## src/design/tls_pkg.sv

```systemverilog
`timescale 1ns / 1ps
// ----------------------------------------------------------------------------
// tls_pkg
// types, codes and constants shared by the light sequencer files
// ----------------------------------------------------------------------------
package tls_pkg;

  localparam int TIME_BITS_DEF = 16;
  localparam int CFG_BITS      = 16;
  localparam int POT_BITS      = 10;
  localparam int LEVEL_BITS    = 8;

  localparam int GREEN_STEP    = 143;
  localparam int BLINK_STEP    = 500;
  localparam int GREEN_TOGGLES = 7;
  localparam int LEVEL_RESET   = 255;

  localparam logic [CFG_BITS-1:0] RED_TIME_RESET    = 16'd2000;
  localparam logic [CFG_BITS-1:0] YELLOW_TIME_RESET = 16'd500;
  localparam logic [CFG_BITS-1:0] GREEN_TIME_RESET  = 16'd2000;

  // lamp flag bits: red, yellow, green from lsb
  localparam logic [2:0] LAMP_OFF    = 3'b000;
  localparam logic [2:0] LAMP_RED    = 3'b001;
  localparam logic [2:0] LAMP_YELLOW = 3'b010;
  localparam logic [2:0] LAMP_GREEN  = 3'b100;
  localparam logic [2:0] LAMP_ALL    = 3'b111;

  typedef enum logic [2:0] {
    REQ_TICK = 3'd0,
    REQ_BTN1 = 3'd1,
    REQ_BTN2 = 3'd2,
    REQ_BTN3 = 3'd3,
    REQ_MODE = 3'd4
  } req_t;

  typedef enum logic [1:0] {
    MODE_CYCLE = 2'd0,
    MODE_RED   = 2'd1,
    MODE_BLINK = 2'd2,
    MODE_OFF   = 2'd3
  } mode_t;

  typedef enum logic [2:0] {
    PH_RED     = 3'd0,
    PH_YELLOW  = 3'd1,
    PH_GREEN   = 3'd2,
    PH_BLINK   = 3'd3,
    PH_YELLOW2 = 3'd4
  } phase_t;

  typedef enum logic [1:0] {
    CFG_RED_TIME    = 2'd0,
    CFG_YELLOW_TIME = 2'd1,
    CFG_GREEN_TIME  = 2'd2
  } cfg_idx_t;

  typedef struct packed {
    logic [CFG_BITS-1:0] red_time;
    logic [CFG_BITS-1:0] yellow_time;
    logic [CFG_BITS-1:0] green_time;
  } cfg_t;

  typedef struct packed {
    logic [2:0] req_type;
    logic [1:0] new_mode;
  } item_t;

  // sequencer state apart from the phase timer
  typedef struct packed {
    mode_t                 mode;
    phase_t                phase;
    logic [2:0]            toggle_count;
    logic                  blink_lit;
    logic [2:0]            lamps;
    logic [LEVEL_BITS-1:0] level;
  } ctrl_t;

endpackage

```

## src/design/tls_level.sv

```systemverilog
`timescale 1ns / 1ps
// ----------------------------------------------------------------------------
// tls_level
// lamp drive level from a potentiometer sample, pot * 255 / 1023 truncated
// ----------------------------------------------------------------------------
module tls_level (
  input  logic [tls_pkg::POT_BITS-1:0]   pot,
  output logic [tls_pkg::LEVEL_BITS-1:0] level
);

  // x = pot * 255, then x / 1023 = (x + (x >> 10) + 1) >> 10 for this range
  logic [17:0] prod;
  logic [17:0] sum;

  always_comb begin
    prod  = {pot, 8'd0} - {8'd0, pot};
    sum   = prod + {10'd0, prod[17:10]} + 18'd1;
    level = sum[17:10];
  end

endmodule

```

## src/design/tls_seq.sv

```systemverilog
`timescale 1ns / 1ps
// ----------------------------------------------------------------------------
// tls_seq
// next sequencer state for one item
// ----------------------------------------------------------------------------
module tls_seq #(
  parameter int TIME_BITS = tls_pkg::TIME_BITS_DEF
) (
  input  tls_pkg::ctrl_t                 cur,
  input  logic [TIME_BITS-1:0]           elapsed_cur,
  input  tls_pkg::item_t                 item,
  input  tls_pkg::cfg_t                  cfg,
  input  logic [tls_pkg::LEVEL_BITS-1:0] tick_level,
  output tls_pkg::ctrl_t                 nxt,
  output logic [TIME_BITS-1:0]           elapsed_nxt
);

  localparam int CW = (TIME_BITS > tls_pkg::CFG_BITS) ? TIME_BITS : tls_pkg::CFG_BITS;

  logic [TIME_BITS-1:0] e_inc;
  logic [TIME_BITS:0]   e_plus;
  logic [CW-1:0]        phase_len;
  logic                 reached;
  logic                 blink_wrap;
  logic [2:0]           toggle_inc;
  tls_pkg::mode_t       btn_mode;

  function automatic tls_pkg::ctrl_t enter_mode(tls_pkg::ctrl_t c, tls_pkg::mode_t m);
    tls_pkg::ctrl_t r;
    r              = c;
    r.mode         = m;
    r.phase        = tls_pkg::PH_RED;
    r.toggle_count = 3'd0;
    r.blink_lit    = 1'b0;
    r.lamps        = (m == tls_pkg::MODE_CYCLE) ? tls_pkg::LAMP_RED : tls_pkg::LAMP_OFF;
    return r;
  endfunction

  always_comb begin
    // saturating tick count
    e_inc  = (elapsed_cur == '1) ? elapsed_cur : elapsed_cur + 1'b1;
    e_plus = {1'b0, elapsed_cur} + 1'b1;

    case (cur.phase)
      tls_pkg::PH_RED:     phase_len = CW'(cfg.red_time);
      tls_pkg::PH_YELLOW:  phase_len = CW'(cfg.yellow_time);
      tls_pkg::PH_GREEN:   phase_len = CW'(cfg.green_time);
      tls_pkg::PH_BLINK:   phase_len = CW'(tls_pkg::GREEN_STEP);
      tls_pkg::PH_YELLOW2: phase_len = CW'(cfg.yellow_time);
      default:             phase_len = '0;
    endcase
    reached    = CW'(e_inc) >= phase_len;
    blink_wrap = (CW + 1)'(e_plus) >= (CW + 1)'(tls_pkg::BLINK_STEP);
    toggle_inc = cur.toggle_count + 3'd1;
    btn_mode   = (cur.mode != tls_pkg::mode_t'(item.req_type[1:0])) ?
                 tls_pkg::mode_t'(item.req_type[1:0]) : tls_pkg::MODE_CYCLE;

    nxt         = cur;
    elapsed_nxt = elapsed_cur;

    case (item.req_type) inside
      tls_pkg::REQ_TICK: begin
        nxt.level = tick_level;
        case (cur.mode)
          tls_pkg::MODE_CYCLE: begin
            elapsed_nxt = reached ? '0 : e_inc;
            case (cur.phase)
              tls_pkg::PH_RED: begin
                if (reached) begin
                  nxt.phase = tls_pkg::PH_YELLOW;
                  nxt.lamps = tls_pkg::LAMP_YELLOW;
                end
              end
              tls_pkg::PH_YELLOW: begin
                if (reached) begin
                  nxt.phase = tls_pkg::PH_GREEN;
                  nxt.lamps = tls_pkg::LAMP_GREEN;
                end
              end
              tls_pkg::PH_GREEN: begin
                if (reached) begin
                  nxt.phase        = tls_pkg::PH_BLINK;
                  nxt.lamps        = tls_pkg::LAMP_OFF;
                  nxt.toggle_count = 3'd0;
                end
              end
              tls_pkg::PH_BLINK: begin
                if (reached) begin
                  // a toggle taken with an odd toggle_count relights green, an even one switches it off
                  nxt.lamps        = cur.toggle_count[0] ? tls_pkg::LAMP_GREEN
                                                         : tls_pkg::LAMP_OFF;
                  nxt.toggle_count = toggle_inc;
                  if (toggle_inc >= 3'(tls_pkg::GREEN_TOGGLES)) begin
                    nxt.toggle_count = 3'd0;
                    nxt.phase        = tls_pkg::PH_YELLOW2;
                    nxt.lamps        = tls_pkg::LAMP_YELLOW;
                  end
                end
              end
              tls_pkg::PH_YELLOW2: begin
                if (reached) begin
                  nxt.phase = tls_pkg::PH_RED;
                  nxt.lamps = tls_pkg::LAMP_RED;
                end
              end
              default: begin
                // corrupt phase restarts the cycle
                nxt.phase        = tls_pkg::PH_RED;
                nxt.lamps        = tls_pkg::LAMP_RED;
                nxt.toggle_count = 3'd0;
                elapsed_nxt      = '0;
              end
            endcase
          end
          tls_pkg::MODE_RED: nxt.lamps = tls_pkg::LAMP_RED;
          tls_pkg::MODE_BLINK: begin
            if (elapsed_cur == '0) begin
              nxt.blink_lit = ~cur.blink_lit;
              nxt.lamps     = cur.blink_lit ? tls_pkg::LAMP_OFF : tls_pkg::LAMP_ALL;
            end
            elapsed_nxt = blink_wrap ? '0 : e_inc;
          end
          default: nxt.lamps = tls_pkg::LAMP_OFF;
        endcase
      end
      tls_pkg::REQ_BTN1, tls_pkg::REQ_BTN2, tls_pkg::REQ_BTN3: begin
        nxt         = enter_mode(cur, btn_mode);
        elapsed_nxt = '0;
      end
      tls_pkg::REQ_MODE: begin
        if (tls_pkg::mode_t'(item.new_mode) != cur.mode) begin
          nxt         = enter_mode(cur, tls_pkg::mode_t'(item.new_mode));
          elapsed_nxt = '0;
        end
      end
      default: begin
      end
    endcase
  end

endmodule

```

## src/design/traffic_light_sequencer_core.sv

```systemverilog
`timescale 1ns / 1ps
// an accepted item is held in the input register and then passes into the result register
// throughput: one item per cycle while the result side does not stall, set by the state update loop
// back-pressure on the result side stalls the input once both registers hold an item
// reset (synchronous, active low): cycle mode, red phase, red lamp lit, level 255,
// phase times back to 2000 / 500 / 2000 ticks
// ----------------------------------------------------------------------------
// traffic_light_sequencer_core
// three-lamp light sequencer driven by tick, button and mode command items
// ----------------------------------------------------------------------------
module traffic_light_sequencer_core #(
  parameter int TIME_BITS = tls_pkg::TIME_BITS_DEF
) (
  input  logic                           clk,
  input  logic                           rst_n,
  // item channel
  input  logic                           in_valid,
  output logic                           in_stall,
  input  logic [2:0]                     in_req_type,
  input  logic [1:0]                     in_new_mode,
  input  logic [tls_pkg::POT_BITS-1:0]   in_pot_value,
  // result channel
  output logic                           out_valid,
  input  logic                           out_stall,
  output logic [1:0]                     out_mode,
  output logic [2:0]                     out_phase,
  output logic                           out_red_on,
  output logic                           out_yellow_on,
  output logic                           out_green_on,
  output logic [tls_pkg::LEVEL_BITS-1:0] out_level,
  // register write channel
  input  logic                           cfg_valid,
  output logic                           cfg_ready,
  input  logic [1:0]                     cfg_index,
  input  logic [tls_pkg::CFG_BITS-1:0]   cfg_data
);

  // input register
  logic                          in_v_r;
  tls_pkg::item_t                item_r;
  logic [tls_pkg::POT_BITS-1:0]  pot_r;

  // sequencer state
  tls_pkg::ctrl_t                ctrl_r;
  tls_pkg::ctrl_t                ctrl_nxt;
  logic [TIME_BITS-1:0]          elapsed_r;
  logic [TIME_BITS-1:0]          elapsed_nxt;
  tls_pkg::cfg_t                 cfg_r;

  // result register
  logic                          out_v_r;
  tls_pkg::mode_t                mode_r;
  tls_pkg::phase_t               phase_r;
  logic [2:0]                    lamps_r;
  logic [tls_pkg::LEVEL_BITS-1:0] level_r;

  logic [tls_pkg::LEVEL_BITS-1:0] tick_level;
  logic                          advance;

  // the held item moves on whenever the result register is free or being emptied
  assign advance   = in_v_r && (!out_v_r || !out_stall);
  assign in_stall  = in_v_r && out_v_r && out_stall;
  assign cfg_ready = 1'b1;

  // ---------------------------------------------------------------- input stage
  always_ff @(posedge clk) begin
    if (!rst_n) begin
      in_v_r <= 1'b0;
    end else if (in_valid && !in_stall) begin
      in_v_r <= 1'b1;
    end else if (advance) begin
      in_v_r <= 1'b0;
    end
  end

  always_ff @(posedge clk) begin
    if (in_valid && !in_stall) begin
      item_r.req_type <= in_req_type;
      item_r.new_mode <= in_new_mode;
      pot_r           <= in_pot_value;
    end
  end

  // ---------------------------------------------------------------- config regs
  always_ff @(posedge clk) begin
    if (!rst_n) begin
      cfg_r.red_time    <= tls_pkg::RED_TIME_RESET;
      cfg_r.yellow_time <= tls_pkg::YELLOW_TIME_RESET;
      cfg_r.green_time  <= tls_pkg::GREEN_TIME_RESET;
    end else if (cfg_valid && cfg_ready) begin
      unique case (cfg_index)
        tls_pkg::CFG_RED_TIME:    cfg_r.red_time    <= cfg_data;
        tls_pkg::CFG_YELLOW_TIME: cfg_r.yellow_time <= cfg_data;
        tls_pkg::CFG_GREEN_TIME:  cfg_r.green_time  <= cfg_data;
        default: begin
          // writes past the register list are dropped
        end
      endcase
    end
  end

  // ---------------------------------------------------------------- next state
  tls_level u_level (
    .pot   (pot_r),
    .level (tick_level)
  );

  tls_seq #(
    .TIME_BITS (TIME_BITS)
  ) u_seq (
    .cur         (ctrl_r),
    .elapsed_cur (elapsed_r),
    .item        (item_r),
    .cfg         (cfg_r),
    .tick_level  (tick_level),
    .nxt         (ctrl_nxt),
    .elapsed_nxt (elapsed_nxt)
  );

  // state moves only when an item passes into the result register
  always_ff @(posedge clk) begin
    if (!rst_n) begin
      ctrl_r.mode         <= tls_pkg::MODE_CYCLE;
      ctrl_r.phase        <= tls_pkg::PH_RED;
      ctrl_r.toggle_count <= 3'd0;
      ctrl_r.blink_lit    <= 1'b0;
      ctrl_r.lamps        <= tls_pkg::LAMP_RED;
      ctrl_r.level        <= tls_pkg::LEVEL_BITS'(tls_pkg::LEVEL_RESET);
      elapsed_r           <= '0;
    end else if (advance) begin
      ctrl_r    <= ctrl_nxt;
      elapsed_r <= elapsed_nxt;
    end
  end

  // ---------------------------------------------------------------- result stage
  always_ff @(posedge clk) begin
    if (!rst_n) begin
      out_v_r <= 1'b0;
    end else if (advance) begin
      out_v_r <= 1'b1;
    end else if (!out_stall) begin
      out_v_r <= 1'b0;
    end
  end

  always_ff @(posedge clk) begin
    if (advance) begin
      mode_r  <= ctrl_nxt.mode;
      // phase only has meaning in cycle mode
      phase_r <= (ctrl_nxt.mode == tls_pkg::MODE_CYCLE) ? ctrl_nxt.phase : tls_pkg::PH_RED;
      lamps_r <= ctrl_nxt.lamps;
      level_r <= ctrl_nxt.level;
    end
  end

  assign out_valid     = out_v_r;
  assign out_mode      = mode_r;
  assign out_phase     = phase_r;
  assign out_red_on    = lamps_r[0];
  assign out_yellow_on = lamps_r[1];
  assign out_green_on  = lamps_r[2];
  assign out_level     = level_r;

  // ---------------------------------------------------------------- checks
  a_advance_fills_out : assert property (@(posedge clk) disable iff (!rst_n)
    advance |=> out_valid)
    else $error("item left the input stage without reaching the result register");

  a_phase_outside_cycle : assert property (@(posedge clk) disable iff (!rst_n)
    (out_valid && out_mode != tls_pkg::MODE_CYCLE) |-> (out_phase == tls_pkg::PH_RED))
    else $error("phase reported outside cycle mode");

  a_off_mode_dark : assert property (@(posedge clk) disable iff (!rst_n)
    (ctrl_r.mode == tls_pkg::MODE_OFF) |-> (ctrl_r.lamps == tls_pkg::LAMP_OFF))
    else $error("lamp lit in off mode");

  a_toggle_bound : assert property (@(posedge clk) disable iff (!rst_n)
    ctrl_r.toggle_count < 3'(tls_pkg::GREEN_TOGGLES))
    else $error("green toggle count overran");

  a_state_held_on_stall : assert property (@(posedge clk) disable iff (!rst_n)
    !advance |=> $stable(ctrl_r) && $stable(elapsed_r))
    else $error("sequencer state moved with no item passing");

endmodule
```

## config.mk

```make
export PLATFORM = sky130hd
export DESIGN_NAME = traffic_light_sequencer_core
export DESIGN_NICKNAME = d
export VERILOG_FILES = /design/src/design/tls_pkg.sv /design/src/design/tls_level.sv /design/src/design/tls_seq.sv /design/src/design/traffic_light_sequencer_core.sv
export SDC_FILE = /design/constraint.sdc
export NUM_CORES = 1
export LEC_CHECK = 0
export ABC_CLOCK_PERIOD_IN_PS = 3700
export BUFFER_PORTS_ARGS = -buffer_cell sky130_fd_sc_hd__clkbuf_2
export CORE_UTILIZATION = 33
export CTS_CLUSTER_SIZE = 14
export DETAILED_ROUTE_END_ITERATION = 8
export PLACE_DENSITY = 0.51
export SYNTH_ARGS = -nofsm -noshare
export SYNTH_HDL_FRONTEND = slang
export SYNTH_SLANG_ARGS = --single-unit
```

## constraint.sdc

```tcl
create_clock -name clk -period 3.7 [get_ports clk]
set_clock_uncertainty 0.1 [all_clocks]
set_input_delay 0.555 -clock clk [delete_from_list [all_inputs] [get_ports clk]]
set_output_delay 0.555 -clock clk [all_outputs]
set_load 0.1 [all_outputs]
```

After elaboration in Yosys (flattened, before gate mapping)
Index checks and enable logic that the tools add are counted.
- register bits after elaboration: 117
- input port bits: 38
- output and inout port bits: 19
- muxes and demuxes: 45
- reduce and logical (&&, ||, !) cells: 29
- bitwise logic cells: 1
- equality and inequality tests: 23
- add/subtract/negate cells: 6
- magnitude comparators: 3
- operators by type and width (cell ; number):
    $mux 16 ; 8
    $pmux 16 s4 ; 1
    $mux 18 ; 3
    $mux 3 ; 11
    $pmux 16 s2 ; 1
    $pmux 3 s5 ; 2
    $mux 6 ; 4
    $mux 20 ; 1
    $add 18x1->18 const B ; 1
    $add 18x8->18 ; 1
    $pmux 3 s3 ; 2
    $sub 18x10->18 ; 1
    $add 16x1->17 const B ; 1
    $ge 17x9->1 const B ; 1
    $add 16x1->16 const B ; 1
    $eq 16x16->1 const B ; 1
    $ge 16x16->1 ; 1
    $logic_not 16->1 ; 1
    $eq 3x2->1 const B ; 4
    $logic_not 2->1 ; 5
    $mux 2 ; 4
    $ne 2x2->1 const B ; 4
    $mux 1 ; 7
    $reduce_and 7->1 ; 1
    24 further kinds ; 40

Logic depth before layout (Yosys ltp)
Gate-level depths: netlist (run 1).
- depth after elaboration: 8
- mapped depth: 16

Cells and area by module
A second synthesis (run 1) with hierarchy kept.
- cells, all modules: 891
- area, all modules: 7717.4 um^2
- by module, submodules not included (module ; times used ; cells an instance ; area an instance (um^2)):
    traffic_light_sequencer_core ; 1 ; 383 ; 4376.7
    tls_seq ; 1 ; 389 ; 2404.8
    tls_level ; 1 ; 119 ; 935.9

Worst setup path before layout (run 1)
Ideal clock, no wire load.
- path type: register to register
- start point: reg elapsed_r[1]
- end point: reg elapsed_r[13]
- path slack: -0.286 ns
- buffers on the path: 2
- stages on the path, launching flop included: 16
- arrival time: 3.826 ns
- cell sequence: dfxtp_1 ha_1 nand3_1 nor4_1 nand3_1 clkbuf_1 nand2_1 ha_1 a21o_1 a211oi_1 o21ai_0 a2111oi_0 a31oi_1 nor2b_1 buf_2 a22o_1
- word-level cells in the longest chain between the ends: 7
- elaborated cells on any way between the ends: 11
- those cells by class: add/sub (2); order compare (2); eq/ne (1); mux (6)
- ends and longest elaborated chain (element ; RTL line ; source):
    start, declared ; traffic_light_sequencer_core.sv:46 ; logic [TIME_BITS-1:0] elapsed_r;
    start signal, assigned ; traffic_light_sequencer_core.sv:132 ; elapsed_r <= elapsed_nxt;
    $add 16x1->16 / $eq 16x16->1 (equally long branches) ; tls_seq.sv:41 ; e_inc = (elapsed_cur == '1) ? elapsed_cur : elapsed_cur + 1'b1;
    $mux 16 ; tls_seq.sv:41 ;
    $ge 16x16->1 ; tls_seq.sv:52 ; reached = CW'(e_inc) >= phase_len;
    $mux 16 ; tls_seq.sv:66 ; elapsed_nxt = reached ? '0 : e_inc;
    $mux 16 ; tls_seq.sv:67 ; case (cur.phase)
    $pmux 16 s2 (*) ; tls_seq.sv:64 ; case (cur.mode)
    $mux 16 (*) ; tls_seq.sv:61 ; case (item.req_type) inside
Mark *: on every way between the ends. The rest lies on a longest branch, timed or not.
A chain may end at the register's enable or synchronous reset.

==> results of run 1 <==
worst max-delay path, cell delays in order (launching register included):
cell,delay (ns)
edfxtp_1,0.43
buf_4,0.18
or4_4,0.51
nor3_4,0.16
nor4_2,0.07
xnor2_1,0.12
buf_4,0.15
ha_1,0.28
o21a_1,0.13
nor2_2,0.05
buf_4,0.14
a211oi_4,0.22
o21ai_4,0.13
nor4_2,0.31
xnor2_1,0.18
o21ai_0,0.10
cell usage in the layout (no fill, tap or decap), types with 4 or more instances in the layout:
cell type / count
a211oi_1: 5
a21boi_0: 35
a21o_1: 7
a21oi_1: 38
a22o_1: 16
a22oi_1: 11
a31oi_1: 7
and3_1: 4
buf_4: 122
buf_6: 5
clkbuf_16: 17
clkbuf_2: 55
clkinvlp_4: 4
dfxtp_1: 83
edfxtp_1: 31
ha_1: 24
ha_4: 4
inv_1: 16
mux2i_1: 7
nand2_1: 183
nand2b_1: 4
nand3_1: 32
nand4_1: 7
nor2_1: 35
nor2b_1: 7
nor3_1: 12
nor4_1: 7
nor4_2: 4
o211ai_1: 11
o21a_1: 8
o21ai_0: 37
or3_1: 8
xnor2_1: 21
xor2_1: 10
cell type report:
cell class / count / area [sq um]
Tap cell: 265 / 332
Sequential cell: 117 / 2660
Clock inverter: 11 / 98.8
Timing Repair Buffer: 182 / 1250
Clock buffer: 21 / 470
Multi-Input combinational cell: 622 / 4020
Fill cell: 1939 / 10800
Inverter: 16 / 60.1
metrics by stage:
stage	TNS, ns	util (%)	total power, mW	instances
2_1_floorplan	0	-	1.69	810
3_3_place_gp	-3.24	40.1	1.82	1184
3_5_place_dp	-4.16	40.1	1.82	1184
4_1_cts	0	43.3	3.42	1217
5_1_grt	-0.204	45.1	3.55	1234
6_report	0	45.1	3.41	1234
registers in the layout, indices dropped and copies added (netlist names), 2 cells and up:
name	cells
cfg_r	48
ctrl_r	20
elapsed_r	16
item_r	5
lamps_r	3
out_level	8
out_mode	2
out_phase	3
pot_r	10
worst paths after layout:
check                 endpoint  cells past startpoint       startpoint  slack [ns]
setup / recovery  out_level[7]                     15         pot_r[1]        0.16
hold / removal        pot_r[3]                      1  in_pot_value[3]        0.21
setup reg to reg  out_level[7]                     15         pot_r[1]        0.16
hold reg to reg      cfg_r[29]                      2        cfg_r[29]        0.36
cells by family (layout without fill, tap and decap cells):
logic type / Yosys count / after routing
muxes: 9 / 9
other: 1 / 1
buffers and inverters: 71 / 230
xor gates and xnor gates: 32 / 32
and+or+nand+nor: 339 / 339
adders and majority gates: 30 / 30
AOI/OAI and AO/OA: 211 / 211
DFF: 117 / 117
metal layers:
layer / wire (um) / global-route usage (%)
met1: 9140 / 26.0
met2: 8360 / 27.7
met3: 751 / 3.36
met4: 191 / 5.82
met5: 0 / 0
power by group:
| part | switching [mW] | total [mW] | internal (mW) |
|---|---|---|---|
| registers | 0.0302 | 1.39 | 1.36 |
| clock network | 0.611 | 1.59 | 0.976 |
| logic | 0.270 | 0.430 | 0.160 |
| total | 0.911 | 3.41 | 2.50 |
what timing repair did:
| item | 4_1_cts | 5_1_grt |
|---|---|---|
| setup buffers | 1 | 17 |
| resized for setup | 11 | 47 |
| pin swaps | 1 | 24 |
| endpoints found under the setup margin | 23 | 43 |
| hold buffers | 0 | 0 |
==> impl_metrics.yaml, run 1 <==
run_status:
  status: "complete, no violations"
power_and_ir_drop:
  power.leakage_nw: 3.72
  p_per_area_nw_per_um2: 384
  max-vdd-ir-drop_uv: 323
sta:
  layout_min_cycle_time_ns: 3.54
  whs_ns: 0.209
  setup_viol: 0
  rsz0062_at_grt: "true"
  slew_viol_final: 0
  relSlewSlack_pct: 39.4
  max_freq_ghz: 0.283
  hold_viol: 0
  setup_ws_ns: 0.165
  fin_crit_sh_pct: 95.6
  worst_slew_pin_slew_ns: 0.910
setup_path:
  endpoint_kind: "flop"
  critPathArrivalTime_ns: 3.58
  crit_fanout: 6
  crit_type: "flop to flop"
  critPathLaunchType: "flop"
  critPathRequiredTime_ns: 3.74
yosys:
  synth.most_common_cell: "nand2_1"
  synth_top_area_share_pct: 25.6
  synth_compound_area_share_pct: 21.4
  synth_commonest_cells: "184 x nand2_1, 86 x dfxtp_1, 41 x clkbuf_1"
  synth_area_leaders: "dfxtp_1 26%, edfxtp_1 14%, nand2_1 10%"
  ys_async_sr_fraction_pct: 0
  synthesis.nets: 878
  synth_edf_count: 31
  synth_top_area_cell: "dfxtp_1"
  synth_cell_types: 70
  synth_flop_cell: "dfxtp_1"
  synth.ff_latch_count: 117
  synth_top_family_by_area: "simple AND/OR/NAND/NOR gates"
  yosysWarnings: 0
  syn_inst: 810
  yosys.area_share.adder_pct: 5.59
  yosys.area_share.simple_pct: 23.0
  synthXorXnorAreaFrac_pct: 4.17
  synthMuxAreaShare_pct: 1.38
  syn_area_sq_um: 6720
  synth.avg_cell_area_sq_um: 8.29
  ys_seq_area_share_pct: 39.5
global_route:
  grt_pass1_wl_mm: 29.2
  overflow: 0
  grt_usage_pct: 18.3
  antenna_found_initial: 0
  grt_max_degree: 45
  grt_pass1_vias: 5621
route:
  wl_mm: 18.4
  drt-pass1-iter-count: 5
  drc: 0
  vias: 6217
  drt_iter0_drc: 437
  post_drt_wl_per_cell_um: 15.0
  viasPerCell: 5.04
  antenna_left: 0
layout:
  num-nets-final: 1024
  layout-drive-gt1-share_pct: 28.1
  antennaDiodeCount: 0
  areaGrowthSynthToFinish_pct: 32.4
  design_area_sq_um: 8890
die:
  ios: 57
  row_count: 51
  start_util_pct: 34.1
  die_height_um: 145
  core-area_sq_um: 19700
  die_area_sq_um: 20900
  die_w_um: 145
clock_network:
  insertion_delay_ns: 0.42
  cts_sinks: 117
  cts-htree-levels: 4
  clk_pin_slew_worst_paths_ns: 0.06
  cts_made_buffers: 17
  clock-root-buffer: "clkbuf_16"
  clk_path_buf_depth: 2
  cts_tree: "yes"
hold_path:
  hold_class: "primary input to flop"
placed_design:
  io_buffers: 55
  dp_hpwl_mm: 13.0
  pre_cts_slack_ns: -0.367
  place_area_sq_um: 7900
  place.gp.congestion: 0.860
run:
  maxCapViolCount: 0
(Power assumes the default switching activity.)
==> run 2: changes to the inputs <==
Settings changed: CORE_MARGIN set to 5.
==> impl_metrics.yaml, run 2 (synthesized netlist as in run 1, its figures left out) <==
sta:
  slew_viol_final: 0
  fin_crit_sh_pct: 96.7
  hold_viol: 0
  worst_slew_pin_slew_ns: 0.774
  relSlewSlack_pct: 48.4
  max_freq_ghz: 0.279
  rsz0062_at_grt: "true"
  setup_viol: 0
  layout_min_cycle_time_ns: 3.58
setup_path:
  crit_type: "flop to flop"
  crit_buf_inv: 3
  crit_family: "compound AO/OA/AOI/OAI gates"
  critPathLaunchType: "flop"
  crit_fanout: 5
  slowest_delay_ns: 0.45
  critPathRequiredTime_ns: 3.74
  r2r_start: "pot_r[0]"
  ff2ff_path_depth: 15
  reg2reg_to: "out_level[4]"
  path_cells: "ha_4 > a2111o_1 > buf_6 > or3_4 > o21ai_4 > ha_4 > a21oi_1 > o211ai_1 > a2bb2oi_2 > o21ai_4 > buf_12 > nor3_4 > xnor2_1 > buf_4 > o21ai_0"
  endpoint_kind: "flop"
  rrSetupSlack_ns: 0.12
  crit_slowest_cell: "a2111o_1"
  critPathArrivalTime_ns: 3.62
power_and_ir_drop:
  p_per_area_nw_per_um2: 389
  max-vdd-ir-drop_uv: 324
  power.leakage_nw: 3.58
  p_total_mw: 3.37
layout:
  regMostFlops: "cfg_r"
  design_area_sq_um: 8660
  layout_commonest_cell: "nand2_1"
  num-nets-final: 991
  largest_register_ffs: 48
  top_regs: "cfg_r: 48 flops, ctrl_r: 20 flops, elapsed_r: 16 flops"
  areaGrowthSynthToFinish_pct: 29.0
  final_cell_mix: "184 x nand2_1, 91 x buf_4, 86 x dfxtp_1"
  final_util_pct: 43.1
  layout-drive-gt1-share_pct: 24.7
  antennaDiodeCount: 0
hold_path:
  hold_start: "in_pot_value[9]"
  min_to: "pot_r[9]"
  holdPathStages: 1
  hold_class: "primary input to flop"
placed_design:
  place.gp.congestion: 0.830
  place_area_sq_um: 7720
  io_buffers: 55
  dp_hpwl_mm: 12.9
clock_network:
  clock-root-buffer: "clkbuf_16"
  cts.hold.buffers_added: 0
  clk_pin_slew_worst_paths_ns: 0.05
  insertion_delay_ns: 0.41
  cts-htree-levels: 4
  cts_sinks: 117
  cts_tree: "yes"
  clk_path_buf_depth: 2
  cts_made_buffers: 17
route:
  drt-pass1-iter-count: 5
  wl_mm: 18.3
  vias: 6029
  viasPerCell: 5.01
  drc: 0
  post_drt_wl_per_cell_um: 15.2
  antenna_left: 0
  drt_iter0_drc: 344
die:
  row_count: 52
  die_w_um: 153
  start_util_pct: 33.4
  ios: 57
  die_area_sq_um: 23300
  die_height_um: 153
  core-area_sq_um: 20100
global_route:
  grt_pass1_wl_mm: 29.3
  antenna_found_initial: 0
  grt_usage_pct: 15.3
  grt_pass1_vias: 5782
  overflow: 0
  grt_max_degree: 41
run:
  maxCapViolCount: 0
run_status:
  status: "complete, no violations"
[run 2: what timing repair did]
item                       4_1_cts  5_1_grt
cloned                           0        0
resized for setup                4       54
pin swaps                        1       25
setup endpoints to repair       25       45
buffers inserted                 0       10
[run 2: layout make-up]
class | count | area (sq um)
Clock buffer | 23 | 500
Tap cell | 270 | 338
Clock inverter | 7 | 46.3
Multi-Input combinational cell | 622 | 4060
Timing Repair Buffer | 149 | 1000
Fill cell | 2006 | 11400
Sequential cell | 117 | 2650
Inverter | 16 | 60.1
[run 2: power breakdown]
part	switching (mW)	internal, mW	leakage, nW
clock network	0.587	0.944	0.269
logic	0.278	0.165	2.33
registers	0.0300	1.36	0.987
[run 2: through the flow]
step | setup WS [ns] | setup TNS, ns | std cells | hold WS (ns)
6_report | 0.122 | 0 | 1204 | 0.215
5_1_grt | -0.0619 | -0.396 | 1204 | 0.193
4_1_cts | 0.00387 | 0 | 1194 | 0.196
3_5_place_dp | -0.0325 | -0.300 | 1164 | 0.355
3_3_place_gp | -0.0438 | -0.0638 | 1164 | 0.351
2_1_floorplan | 0.0111 | 0 | 810 | 0.335
[run 2: how the worst max path moves through the flow]
stage	from	end	slack, ns	depth (start not counted)
final	pot_r[0]	out_level[4]	0.12	15
after global routing	pot_r[1]	out_level[4]	-0.06	16
after global placement	pot_r[1]	out_level[2]	-0.04	15
after CTS	pot_r[1]	out_level[7]	0.004	14
after floorplan	pot_r[1]	out_level[6]	0.01	13
after detailed placement	pot_r[1]	out_level[2]	-0.03	15
[run 2: metal layers]
metal  wire (um)  track usage, %
met5           0               0
met4         195            3.95
met3         440            3.27
met2        8430            24.1
met1        9190            21.4
==> run 3: changes to the inputs <==
Settings changed: CORE_UTILIZATION 33 to 55, PLACE_DENSITY 0.51 to 0.77.
==> impl_metrics.yaml, run 3 (synthesized netlist as in run 1, its figures left out) <==
layout:
  top_regs: "cfg_r: 48 flops, ctrl_r: 20 flops, elapsed_r: 16 flops"
  design_area_sq_um: 8330
  layout-drive-gt1-share_pct: 23.9
  regMostFlops: "cfg_r"
  layout_commonest_cell: "nand2_1"
  num-nets-final: 973
  final_cell_mix: "183 x nand2_1, 83 x dfxtp_1, 72 x buf_4"
  antennaDiodeCount: 0
  nFillCells: 931
  areaGrowthSynthToFinish_pct: 24.1
  largest_register_ffs: 48
placed_design:
  io_buffers: 55
  place.gp.congestion: 0.950
  dp_hpwl_mm: 12.3
  place_area_sq_um: 7450
route:
  post_drt_wl_per_cell_um: 16.8
  drc: 0
  wl_mm: 17.9
  antenna_left: 0
  drt_iter0_drc: 656
  vias: 6363
  drt-pass1-iter-count: 5
  viasPerCell: 5.97
die:
  core-area_sq_um: 12000
  start_util_pct: 55.9
  die_height_um: 120
  ios: 57
  die_w_um: 120
  row_count: 40
  die_area_sq_um: 14500
sta:
  fin_setup_tns_ns: 0
  slew_viol_final: 0
  fin_crit_sh_pct: 97.8
  relSlewSlack_pct: 18.6
  rsz0062_at_grt: "true"
  layout_min_cycle_time_ns: 3.62
  max_freq_ghz: 0.276
  hold_viol: 0
  worst_slew_pin_slew_ns: 1.22
  setup_viol: 0
  whs_ns: 0.207
power_and_ir_drop:
  swShare_pct: 27.3
  max-vdd-ir-drop_uv: 341
  pwr-share-seq_pct: 41.9
  power_switching_mw: 0.909
  clock_power_share_pct: 45.3
  power.leakage_nw: 3.47
  internal-power_mw: 2.42
  power_frac_comb_pct: 12.8
  p_per_area_nw_per_um2: 400
setup_path:
  crit_type: "flop to flop"
  critPathArrivalTime_ns: 3.67
  r2r_start: "pot_r[9]"
  reg2reg_to: "out_level[7]"
  crit_fanout: 6
  ff2ff_path_depth: 14
  crit_family: "compound AO/OA/AOI/OAI gates"
  crit_slowest_cell: "edfxtp_1"
  rrSetupSlack_ns: 0.08
  path_cells: "inv_2 > ha_2 > a2111oi_4 > buf_4 > nand2_1 > mux2_2 > ha_4 > nand2_1 > o211ai_1 > a2bb2oi_2 > o21ai_4 > nor4_4 > xnor2_1 > o21ai_1"
  crit_buf_inv: 2
  critPathRequiredTime_ns: 3.75
  endpoint_kind: "flop"
  slowest_delay_ns: 0.37
  cpMostUsedCell: "nand2_1"
  critPathLaunchType: "flop"
clock_network:
  clock-root-buffer: "clkbuf_16"
  clk_pin_slew_worst_paths_ns: 0.06
  cts_tree: "yes"
  cts_sinks: 117
  insertion_delay_ns: 0.42
  clk_path_buf_depth: 2
  cts_made_buffers: 17
  cts-htree-levels: 4
hold_path:
  min_to: "item_r[3]"
  hold_class: "primary input to flop"
  hold_start: "in_req_type[1]"
  holdPathStages: 1
global_route:
  grt_pass1_wl_mm: 28.5
  antenna_found_initial: 0
  grt_pass1_vias: 6066
  grt_usage_pct: 24.1
  overflow: 0
  grt_max_degree: 74
run:
  maxCapViolCount: 0
run_status:
  status: "complete, no violations"
==> run 3: cell count changes in the layout (fill, tap and decap cells not counted), moves of 2 or more <==
cell / previous run / this run
nand3_2: 3 / 1
nor2_2: 2 / 4
dfxtp_1: 86 / 83
o21ai_0: 33 / 35
dfxtp_2: 0 / 3
ha_2: 0 / 2
nor2_1: 36 / 34
buf_6: 2 / 4
buf_4: 91 / 72
==> run 3: worst max path at each step <==
stage / cells past startpoint / slack, ns / end / from
after floorplan: 13 / 0.01 / out_level[6] / pot_r[1]
after global placement: 13 / 0.006 / ctrl_r[12] / elapsed_r[9]
after detailed placement: 14 / -0.05 / out_level[2] / pot_r[1]
after CTS: 14 / 0.0001 / ctrl_r[13] / elapsed_r[7]
after global routing: 13 / -0.06 / out_level[7] / pot_r[9]
final: 14 / 0.08 / out_level[7] / pot_r[9]
==> run 3: metrics by stage <==
| step | cells | util [%] | worst slack [ns] | power [mW] |
|---|---|---|---|---|
| after floorplan | 810 | - | 0.0111 | 1.69 |
| after global placement | 1027 | 62.1 | 0.00624 | 1.79 |
| after detailed placement | 1027 | 62.1 | -0.0509 | 1.81 |
| after CTS | 1059 | 66.8 | 0.000149 | 3.32 |
| after global routing | 1065 | 69.4 | -0.0596 | 3.46 |
| final | 1065 | 69.4 | 0.0806 | 3.33 |
==> run 3: timing repair <==
item,in CTS,in global routing
resized for setup,6,59
hold buffers,0,0
setup endpoints to repair,9,44
gates cloned,0,1
pin swaps,3,16
buffers inserted,0,5
==> run 3: metal layers <==
layer	wire length, um	GRT usage, %
met5	0	0
met4	442	10.1
met3	1090	5.29
met2	8760	39.7
met1	7650	30.6
==> run 3: cell type report <==
| type | instances | area (sq um) | area share, % |
|---|---|---|---|
| Clock buffer | 21 | 472 | 5.66 |
| Multi-Input combinational cell | 622 | 4030 | 48.3 |
| Tap cell | 147 | 184 | 2.21 |
| Sequential cell | 117 | 2660 | 31.9 |
| Clock inverter | 11 | 73.8 | 0.886 |
| Inverter | 16 | 60.1 | 0.721 |
| Timing Repair Buffer | 131 | 861 | 10.3 |
==> run 3: power by group through the flow <==
stage / sequential [mW] / clock (mW) / combinational [mW]
floorplan: 1.47 / 0 / 0.225
global placement: 1.42 / 0 / 0.375
detailed placement: 1.42 / 0 / 0.386
CTS: 1.39 / 1.54 / 0.392
global route: 1.40 / 1.60 / 0.465
finish: 1.40 / 1.51 / 0.427
